--- config.mk ---
export PLATFORM = sky130hd
export DESIGN_NAME = ip3_scan
export DESIGN_NICKNAME = d
export VERILOG_FILES = /design/src/design/ip3_pkg.sv /design/src/design/ip3_zfind.sv /design/src/design/ip3_scan.sv
export SDC_FILE = /design/constraint.sdc
export NUM_CORES = 1
export LEC_CHECK = 0
export ABC_AREA = 1
export BUFFER_PORTS_ARGS = -buffer_cell sky130_fd_sc_hd__buf_2
export CAP_MARGIN = 15
export CELL_PAD_IN_SITES_DETAIL_PLACEMENT = 0
export CELL_PAD_IN_SITES_GLOBAL_PLACEMENT = 2
export CORE_UTILIZATION = 31
export CTS_BUF_LIST = sky130_fd_sc_hd__clkbuf_16
export DETAILED_ROUTE_END_ITERATION = 6
export HOLD_SLACK_MARGIN = 0.02
export PLACE_DENSITY_LB_ADDON = 0.1
export SLEW_MARGIN = 20
export SYNTH_ARGS = -nofsm -noshare
export SYNTH_HDL_FRONTEND = slang
export SYNTH_SLANG_ARGS = --single-unit
export TNS_END_PERCENT = 30
--- constraint.sdc ---
create_clock -name clk_i -period 7.31 [get_ports clk_i]
set_clock_uncertainty 0.15 [all_clocks]
set_input_delay 1.462 -clock clk_i [delete_from_list [all_inputs] [get_ports clk_i]]
set_output_delay 1.462 -clock clk_i [all_outputs]
set_load 0.02 [all_outputs]
--- src/design/ip3_pkg.sv ---
// Shared types and codes for the induced three-vertex path enumerator.
package ip3_pkg;

  localparam int unsigned CntW   = 7;
  localparam int unsigned VtxW   = 6;
  localparam int unsigned RowW   = 64;
  localparam int unsigned CmdW   = 2;
  localparam int unsigned StatW  = 2;
  localparam int unsigned RegIdW = 2;

  localparam logic [CmdW-1:0] CMD_WRITE   = 2'd0;
  localparam logic [CmdW-1:0] CMD_RESTART = 2'd1;
  localparam logic [CmdW-1:0] CMD_FETCH   = 2'd2;

  localparam logic [StatW-1:0] ST_ACK       = 2'd0;
  localparam logic [StatW-1:0] ST_FOUND     = 2'd1;
  localparam logic [StatW-1:0] ST_EXHAUSTED = 2'd2;

  localparam logic [RegIdW-1:0] REG_VERTEX_COUNT = 2'd0;
  localparam logic [RegIdW-1:0] REG_NEAR_ON      = 2'd1;
  localparam logic [RegIdW-1:0] REG_NEAR_FIRST   = 2'd2;
  localparam logic [RegIdW-1:0] REG_NEAR_SECOND  = 2'd3;

  typedef struct packed {
    logic [CntW-1:0] vertex_count;
    logic            near_on;
    logic [VtxW-1:0] near_first;
    logic [VtxW-1:0] near_second;
  } cfg_t;

  typedef struct packed {
    logic [StatW-1:0] status;
    logic [VtxW-1:0]  end_low;
    logic [VtxW-1:0]  middle;
    logic [VtxW-1:0]  end_high;
  } res_t;

endpackage

--- src/design/ip3_zfind.sv ---
// First-set-bit search over the centre candidate vector.
module ip3_zfind #(
  parameter int unsigned Depth = 64,
  parameter int unsigned IdxW  = 6
) (
  input  logic             clk_i,
  input  logic [Depth-1:0] vec_i,
  output logic             found_o,
  output logic [IdxW-1:0]  idx_o
);

  localparam int unsigned Groups = (Depth + 7) / 8;

  logic [Groups*8-1:0] pad;
  logic [Groups*8-1:0] pad_q;
  logic [Groups-1:0]   grp_q;
  logic [2:0]          sel;
  logic [2:0]          bsel;
  logic [7:0]          byte_w;
  logic [5:0]          pos;

  always_comb begin
    pad = '0;
    pad[Depth-1:0] = vec_i;
  end

  always_ff @(posedge clk_i) begin
    pad_q <= pad;
    for (int g = 0; g < Groups; g++) begin
      grp_q[g] <= |pad[g*8 +: 8];
    end
  end

  always_comb begin
    sel = '0;
    for (int g = Groups - 1; g >= 0; g--) begin
      if (grp_q[g]) sel = 3'(g);
    end
    byte_w = pad_q[sel*8 +: 8];
    bsel = '0;
    for (int b = 7; b >= 0; b--) begin
      if (byte_w[b]) bsel = 3'(b);
    end
    pos = {sel, bsel};
  end

  assign found_o = |grp_q;
  assign idx_o   = pos[IdxW-1:0];

endmodule

--- src/design/ip3_scan.sv ---
// Command sequencer and path scan over the adjacency memory.
module ip3_scan
  import ip3_pkg::*;
#(
  parameter int unsigned Depth = 64,
  parameter int unsigned IdxW  = 6
) (
  input  logic             clk_i,
  input  logic             rst_ni,
  input  logic             start_i,
  input  logic [CmdW-1:0]  cmd_i,
  input  cfg_t             cfg_i,
  input  logic [Depth-1:0] rdata_i,
  output logic [IdxW-1:0]  raddr_o,
  output logic             idle_o,
  output logic             res_valid_o,
  input  logic             res_take_i,
  output res_t             res_o
);

  typedef enum logic [5:0] {
    S_IDLE  = 6'b000001,
    S_RDX   = 6'b000010,
    S_YSCAN = 6'b000100,
    S_RDY   = 6'b001000,
    S_ZF    = 6'b010000,
    S_EMIT  = 6'b100000
  } state_e;

  state_e           state_q, state_d;
  logic [CntW-1:0]  x_q, x_d, y_q, y_d, zs_q, zs_d;
  logic [CntW-1:0]  cur_x_q, cur_x_d, cur_y_q, cur_y_d, cur_z_q, cur_z_d;
  logic             exh_q, exh_d;
  logic [Depth-1:0] rx_q, rx_d;
  res_t             res_q, res_d;

  logic [CntW-1:0]  n_live;
  logic [CntW-1:0]  x_next;
  logic [Depth-1:0] live_mask;
  logic [Depth-1:0] near_mask;
  logic [Depth-1:0] zvec;
  logic             has_u, has_v;
  logic             z_found;
  logic [IdxW-1:0]  z_idx;

  assign n_live = (cfg_i.vertex_count > CntW'(Depth)) ? CntW'(Depth) : cfg_i.vertex_count;
  assign x_next = x_q + 1'b1;
  assign has_u  = (x_q == {1'b0, cfg_i.near_first})  || (y_q == {1'b0, cfg_i.near_first});
  assign has_v  = (x_q == {1'b0, cfg_i.near_second}) || (y_q == {1'b0, cfg_i.near_second});

  always_comb begin
    for (int j = 0; j < Depth; j++) begin
      live_mask[j] = CntW'(j) < n_live;
      near_mask[j] = !cfg_i.near_on ||
                     ((has_u || CntW'(j) == {1'b0, cfg_i.near_first}) &&
                      (has_v || CntW'(j) == {1'b0, cfg_i.near_second}));
      zvec[j] = rdata_i[j] && rx_q[j] && (CntW'(j) >= zs_q) && near_mask[j];
    end
  end

  ip3_zfind #(
    .Depth(Depth),
    .IdxW (IdxW)
  ) u_zfind (
    .clk_i  (clk_i),
    .vec_i  (zvec),
    .found_o(z_found),
    .idx_o  (z_idx)
  );

  always_comb begin
    state_d = state_q;
    x_d     = x_q;
    y_d     = y_q;
    zs_d    = zs_q;
    cur_x_d = cur_x_q;
    cur_y_d = cur_y_q;
    cur_z_d = cur_z_q;
    exh_d   = exh_q;
    rx_d    = rx_q;
    res_d   = res_q;
    raddr_o = x_q[IdxW-1:0];

    case (state_q)
      S_IDLE: begin
        raddr_o = cur_x_q[IdxW-1:0];
        if (start_i) begin
          res_d   = '0;
          state_d = S_EMIT;
          case (cmd_i)
            CMD_RESTART: begin
              cur_x_d = '0;
              cur_y_d = '0;
              cur_z_d = '0;
              exh_d   = 1'b0;
            end
            CMD_FETCH: begin
              if (exh_q) begin
                res_d.status = ST_EXHAUSTED;
              end else if (cur_x_q >= n_live) begin
                cur_x_d      = n_live;
                cur_y_d      = '0;
                cur_z_d      = '0;
                exh_d        = 1'b1;
                res_d.status = ST_EXHAUSTED;
              end else begin
                x_d     = cur_x_q;
                y_d     = cur_y_q;
                zs_d    = cur_z_q;
                state_d = S_RDX;
              end
            end
            default: ;
          endcase
        end
      end
      S_RDX: begin
        rx_d    = rdata_i & live_mask;
        state_d = S_YSCAN;
      end
      S_YSCAN: begin
        if (y_q >= x_q) begin
          raddr_o = x_next[IdxW-1:0];
          x_d     = x_next;
          y_d     = '0;
          zs_d    = '0;
          if (x_next >= n_live) begin
            cur_x_d      = n_live;
            cur_y_d      = '0;
            cur_z_d      = '0;
            exh_d        = 1'b1;
            res_d        = '0;
            res_d.status = ST_EXHAUSTED;
            state_d      = S_EMIT;
          end else begin
            state_d = S_RDX;
          end
        end else if (!rx_q[y_q[IdxW-1:0]]) begin
          raddr_o = y_q[IdxW-1:0];
          state_d = S_RDY;
        end else begin
          y_d  = y_q + 1'b1;
          zs_d = '0;
        end
      end
      S_RDY: begin
        state_d = S_ZF;
      end
      S_ZF: begin
        if (z_found) begin
          cur_x_d        = x_q;
          cur_y_d        = y_q;
          cur_z_d        = CntW'(z_idx) + 1'b1;
          res_d.status   = ST_FOUND;
          res_d.end_low  = VtxW'(y_q);
          res_d.middle   = VtxW'(z_idx);
          res_d.end_high = VtxW'(x_q);
          state_d        = S_EMIT;
        end else begin
          y_d     = y_q + 1'b1;
          zs_d    = '0;
          state_d = S_YSCAN;
        end
      end
      S_EMIT: begin
        if (res_take_i) state_d = S_IDLE;
      end
      default: state_d = S_IDLE;
    endcase
  end

  always_ff @(posedge clk_i or negedge rst_ni) begin
    if (!rst_ni) begin
      state_q <= S_IDLE;
      x_q     <= '0;
      y_q     <= '0;
      zs_q    <= '0;
      cur_x_q <= '0;
      cur_y_q <= '0;
      cur_z_q <= '0;
      exh_q   <= 1'b0;
    end else begin
      state_q <= state_d;
      x_q     <= x_d;
      y_q     <= y_d;
      zs_q    <= zs_d;
      cur_x_q <= cur_x_d;
      cur_y_q <= cur_y_d;
      cur_z_q <= cur_z_d;
      exh_q   <= exh_d;
    end
  end

  always_ff @(posedge clk_i) begin
    rx_q  <= rx_d;
    res_q <= res_d;
  end

  assign idle_o      = (state_q == S_IDLE);
  assign res_valid_o = (state_q == S_EMIT);
  assign res_o       = res_q;

endmodule

After elaboration in Yosys (flattened, before gate mapping) --
Index checks and enable logic that the tools add are counted.
Operators by class: add/subtract/negate cells 3, reduce and logical (&&, ||, !) cells 470, equality and inequality tests 152, bitwise gates (word level) 1, shifts and indexed selects 1, mux-type cells 87, magnitude comparators 133
Operators by type and width (count):
- $eq A6 B6 Y1 const A | 64
- $logic_and A1 B1 Y1 | 256
- $mux W7 | 33
- $ge A6 B7 Y1 const A | 32
- $lt A6 B7 Y1 const A | 32
- $logic_or A1 B1 Y1 | 194
- $eq A5 B6 Y1 const A | 32
- $ge A5 B7 Y1 const A | 16
- $lt A5 B7 Y1 const A | 16
- $pmux W7 S3 | 5
- $eq A4 B6 Y1 const A | 16
- $mux W20 | 4
- $reduce_or A8 Y1 | 9
- $mux W6 | 11
- $and A64 B64 Y64 | 1
- $shiftx A64 B7 Y8 | 1
- $pmux W20 S3 | 1
- $ge A4 B7 Y1 const A | 8
- $lt A4 B7 Y1 const A | 8
- $eq A3 B6 Y1 const A | 8
- $mux W3 | 16
- $pmux W7 S2 | 3
- $pmux W6 S6 | 1
- $eq A7 B6 Y1 | 4
- other kinds (39) | 76
Word-level totals: flip-flop bits (word level) 205, output and inout port bits 28, word-level logic and storage cells 862, bits of input ports 90

Depth between registers and ports, before layout --
word-level depth 20, gate-level depth with buffers 26, gate-level depth less buffers 25

Modules after synthesis --
From an unflattened synthesis, not the netlist that was laid out.
Unflattened totals: cell total of the unflattened synthesis 1765, area, all modules 12827.3 um^2
By module, submodules not included:
- ip3_scan | area an instance 10344.9 um^2, cells each 1489, instances 1, sequential area each 3749.8 um^2
- ip3_zfind | area an instance 2482.4 um^2, cells each 276, instances 1, sequential area each 1441.4 um^2

Worst setup path before layout --
OpenSTA, ideal clock, no wires.
kind register to register, start point register state_q[5], end point register state_q[3], required time 7.072 ns, period minus slack after synthesis 7.817 ns, cell stages (with the launch flop) 7, setup slack -0.507 ns, buffers on the path 0, arrival time 7.579 ns, library setup time 0.088 ns, cell sequence dfrtp_1 -> nor2_2 -> inv_2 -> nor4_1 -> inv_1 -> nand3_1 -> nor3b_1
Between the ends: word-level cells in the longest chain between the ends 3, elaborated cells on any way between the ends 11, classes of those cells eq/ne (9); mux (1); reduce/logical (1)
RTL lines:
- from (decl) | RTL line ip3_scan.sv:30 | state_e state_q, state_d;
- from (signal assigned) | RTL line ip3_scan.sv:183 | state_q <= state_d;
- $eq A6 B3 Y1, or another cell as far along | RTL line ip3_scan.sv:84 | case (state_q)
- $ne A3 B3 Y1 (no source line), or another cell as far along
- $reduce_and A3 Y1 (no source line)
Several ways; a longest one is shown, not always the timed one. A chain may end at the register's enable or synchronous reset.

Worst setup path after layout --
start point register y_q[0], end point output port raddr_o[3]
Between the ends: word-level cells in the longest chain between the ends 5, elaborated cells on any way between the ends 6, classes of those cells order compare (1); mux (5)
RTL lines:
- from (decl) | RTL line ip3_scan.sv:31 | logic [CntW-1:0] x_q, x_d, y_q, y_d, zs_q, zs_d;
- from (signal assigned) | RTL line ip3_scan.sv:185 | y_q <= y_d;
- $bmux W1 S6 | RTL line ip3_scan.sv:138 | end else if (!rx_q[y_q[IdxW-1:0]]) begin
- $mux W1 (implied by the code) | RTL line ip3_scan.sv:138
- $mux W6 | RTL line ip3_scan.sv:138
- $mux W6 * | RTL line ip3_scan.sv:122 | if (y_q >= x_q) begin
- $pmux W6 S2 * | RTL line ip3_scan.sv:84
- to (decl) | RTL line ip3_scan.sv:14 | output logic [IdxW-1:0] raddr_o,
Mark *: on every way between the ends. The rest lies on a longest branch, timed or not. The select of a mux whose other input is x is not followed.

==> impl_metrics.ini <==
[status]
status = complete, no violations

[setup_path]
crit_top_cell = nand2_1
worstPathArrival_ns = 3.80
worstPathCellList = buf_4 -> inv_2 -> o21ai_0 -> o22ai_1 -> nor2_1 -> o31ai_1 -> nand3_1 -> nand2_1 -> nand2_1 -> o211ai_1 -> o221ai_1 -> buf_2
critPathLaunchType = register
end_kind = primary output
cp_top_family = compound AO/OA/AOI/OAI gates
crit_buf_inv = 3
path_max_fanout = 41
critPathMaxStageDelay_ns = 0.55
critical_path_class = register to primary output
critPathSlowestCell = inv_2
required_ns = 5.70

[logic_synthesis]
ys_seq_elements = 205
yosysUniqueCellTypes = 61
syn_nets = 1950
syn_area_um2 = 12900
netlist_instances = 1836
ys_warn_count = 0
avgSynthCellArea_um2 = 7.05
ys_seq_area_share_pct = 40.1

[cts]
cts_root_buf = clkbuf_16
clk_latency_ns = 0.55
clockBufferDepth = 3
postCtsHoldBufs = 0
cts_tree = yes
htreeDepth = 1
clock_sinks = 205
clkTransAtPathRegs_ns = 0.06
cts_setup_buffers = 0
ctsResizeCount = 0
cts_buffers = 25

[layout]
final_cells = 2475
fillers = 4552
fin_nets = 2038
syn_to_final_growth_pct = 13.9
layout-drive-gt1-share_pct = 10.8

[drt]
totalWireLength_um = 57100
routedWlPerCell_um = 23.1
drt-initial-drc-count = 1097
dr_total_vias = 13000
drc = 0
first_pass_iters = 5
postRouteAntennaNets = 0
viasPerCell = 5.25

[floorplanning]
core_um2 = 41000
initial_core_util_pct = 31.6
fp.dieW_um = 206
pin_count = 118
num_rows = 74
dieArea_um2 = 42600
die_y_um = 206

[timing]
rsz0062_at_grt = false
slew_headroom_pct = 33.6
worstMarginPinSlew_ns = 0.992
final_hold_viol_count = 0
max_freq_mhz = 185
finalCritPeriodShare_pct = 74.0
fin_setup_tns_ns = 0
final_max_slew_viol_count = 0
setup_viol = 0
period_minus_slack_ns = 5.41

[power_and_ir_drop]
comb_power_share_pct = 31.7
p_switching_mw = 1.48
p_int_mw = 2.35
seqPwrFrac_pct = 37.7
netSwitchingFraction_pct = 38.6
p_leak_nw = 6.81
ir_drop_mv = 0.176
cellPowerDensity_nw_per_um2 = 259
clock_power_share_pct = 30.6

[place]
dp.cells = 2429
place_congestion = 0.934
io_buffer_count = 117
hpwl_um = 45200

[global_routing]
grt_antenna_before_repair = 1
grt-ovfl-total = 0
grt_pass1_wl_um = 83200
grt_use_total_pct = 27.0
first_global_vias = 12400
grt_max_degree = 67

[flow_run]
maxCapViolations = 0

[hold_path]
hold_path.class = register to register
## through the flow
stage / worst slack (ns) / total power, mW / instance area [µm²] / util [%] / hold WS [ns]
6_report: 1.90 / 3.82 / 14700 / 35.9 / 0.370
2_1_floorplan: 2.25 / 2.25 / 12900 / - / 0.300
5_1_grt: 1.71 / 4.03 / 14700 / 35.9 / 0.388
3_5_place_dp: 2.07 / 2.67 / 14000 / 34.1 / 0.360
4_1_cts: 1.91 / 3.85 / 14700 / 35.9 / 0.373
3_3_place_gp: 2.15 / 2.67 / 14000 / 34.1 / 0.353
## flip-flops by register name, indices dropped and copies added, names as in the netlist
register       flops
rx_q              64
u_zfind.grp_q      8
zs_q               7
x_q                7
cur_x_q            7
y_q                7
state_q            6
exh_q              1
u_zfind.pad_q     64
cur_y_q            7
res_o             20
cur_z_q            7
## synthesized netlist by cell type, drive strengths merged
master / count / area, µm²
buf: 34 / 200
ha: 24 / 300
dfxtp: 72 / 1440
and2: 1 / 6.26
nand3: 108 / 541
clkbuf: 39 / 149
a2111oi: 3 / 28.8
o311ai: 1 / 8.76
o211ai: 7 / 52.6
nor3b: 5 / 37.5
o21bai: 2 / 15.0
inv: 260 / 978
nand3b: 16 / 120
o31ai: 2 / 15.0
o211a: 2 / 20.0
or2: 5 / 31.3
o21a: 3 / 22.5
xnor2: 4 / 35.0
o2111a: 1 / 11.3
dfrtp: 48 / 1200
dfstp: 1 / 26.3
nor4: 12 / 105
edfxtp: 84 / 2520
nor2: 210 / 821
o21ai: 277 / 1390
a221oi: 1 / 8.76
a211oi: 8 / 70.1
xor2: 11 / 96.3
a31oi: 9 / 62.6
o221ai: 5 / 43.8
a22oi: 1 / 12.5
nand4: 37 / 231
o2111ai: 5 / 43.8
clkinv: 4 / 15.0
a311oi: 1 / 8.76
o22ai: 27 / 169
nand2: 406 / 1540
a21oi: 67 / 335
nor3: 25 / 161
a22o: 2 / 17.5
a21boi: 6 / 45.1
## per-layer routing
| layer | vias to the layer above | share of wire (%) | global-route usage [%] |
|---|---|---|---|
| met3 | 61 | 6.0 | 2.90 |
| met2 | 465 | 44 | 41.1 |
| met1 | 6182 | 49 | 40.6 |
| li1 | 6285 | - | - |
| met4 | 0 | 1.9 | 6.09 |
| met5 | - | 0 | 0 |
## cells in the final DEF (no fill, tap or decap), drive strengths merged, types with 37 or more instances in the layout
cell type    n
o21ai      277
a21oi       67
nand4       37
buf        134
edfxtp      84
dfxtp       72
nand3      108
dfrtp       48
nand2      406
inv        272
nor2       210
## area by class of cell
| cell class | count | area (µm²) | area share, % |
|---|---|---|---|
| Clock inverter | 19 | 105 | 0.713 |
| Timing Repair Buffer | 134 | 713 | 4.84 |
| Clock buffer | 26 | 651 | 4.41 |
| Antenna cell | 1 | 2.50 | 0.0170 |
| Inverter | 264 | 993 | 6.74 |
| Multi-Input combinational cell | 1294 | 6420 | 43.6 |
| Sequential cell | 205 | 5190 | 35.2 |
| Tap cell | 532 | 666 | 4.51 |
## cells by family (layout without fill, tap and decap cells)
group	after synthesis	count (layout)	synth area share, %
AOI/OAI and AO/OA	430	430	18.4
xor gates and xnor gates	15	15	1.02
adders and majority gates	24	24	2.32
buffers and inverters	337	443	10.4
DFF	205	205	40.1
other	0	1	0
and+or+nand+nor	825	825	27.7
## worst reg2reg max path: stages (launching register included)
cell and delay (ns):
dfxtp_1 0.44, inv_2 0.06, nand2_1 0.06, nand2_1 0.05, nand2_1 0.05, nand2_1 0.05, nand2_2 0.48, nand2_2 0.64
nand2_1 0.25, nand3_1 0.09, nand2_1 0.09, nand2_1 0.05, nand2_1 0.08, nand2_1 0.05, nand2_1 0.05, nand2_1 0.06
nand2_1 0.06, nand2_1 0.08, a21oi_1 0.36, ha_1 0.24, nand3_1 0.11, nor2_1 0.17, a21oi_1 0.08, o21ai_0 0.13
nand2_1 0.09
## power groups by stage
stage          clock network, mW  registers, mW  logic (mW)
2_1_floorplan                  0           1.47       0.780
3_3_place_gp                   0           1.46        1.21
3_5_place_dp                   0           1.46        1.21
4_1_cts                     1.19           1.44        1.21
5_1_grt                     1.24           1.45        1.34
6_report                    1.17           1.44        1.21
## final timing paths
check | cells after the start | startpoint | slack, ns | to
hold reg to reg | 2 | cur_y_q[1]$_DFFE_PN0P_ | 0.37 | cur_y_q[1]$_DFFE_PN0P_
setup reg to reg | 24 | u_zfind.grp_q[5]$_DFF_P_ | 3.16 | cur_z_q[4]$_DFFE_PN0P_
hold / removal | 2 | cur_y_q[1]$_DFFE_PN0P_ | 0.37 | cur_y_q[1]$_DFFE_PN0P_
min in group asynchronous | 2 | rst_ni | 0.89 | cur_x_q[3]$_DFFE_PN0P_
max in group asynchronous | 2 | rst_ni | 5.64 | y_q[0]$_DFFE_PN0P_
setup / recovery | 12 | y_q[0]$_DFFE_PN0P_ | 1.90 | raddr_o[3]
(Power assumes the default switching activity.)
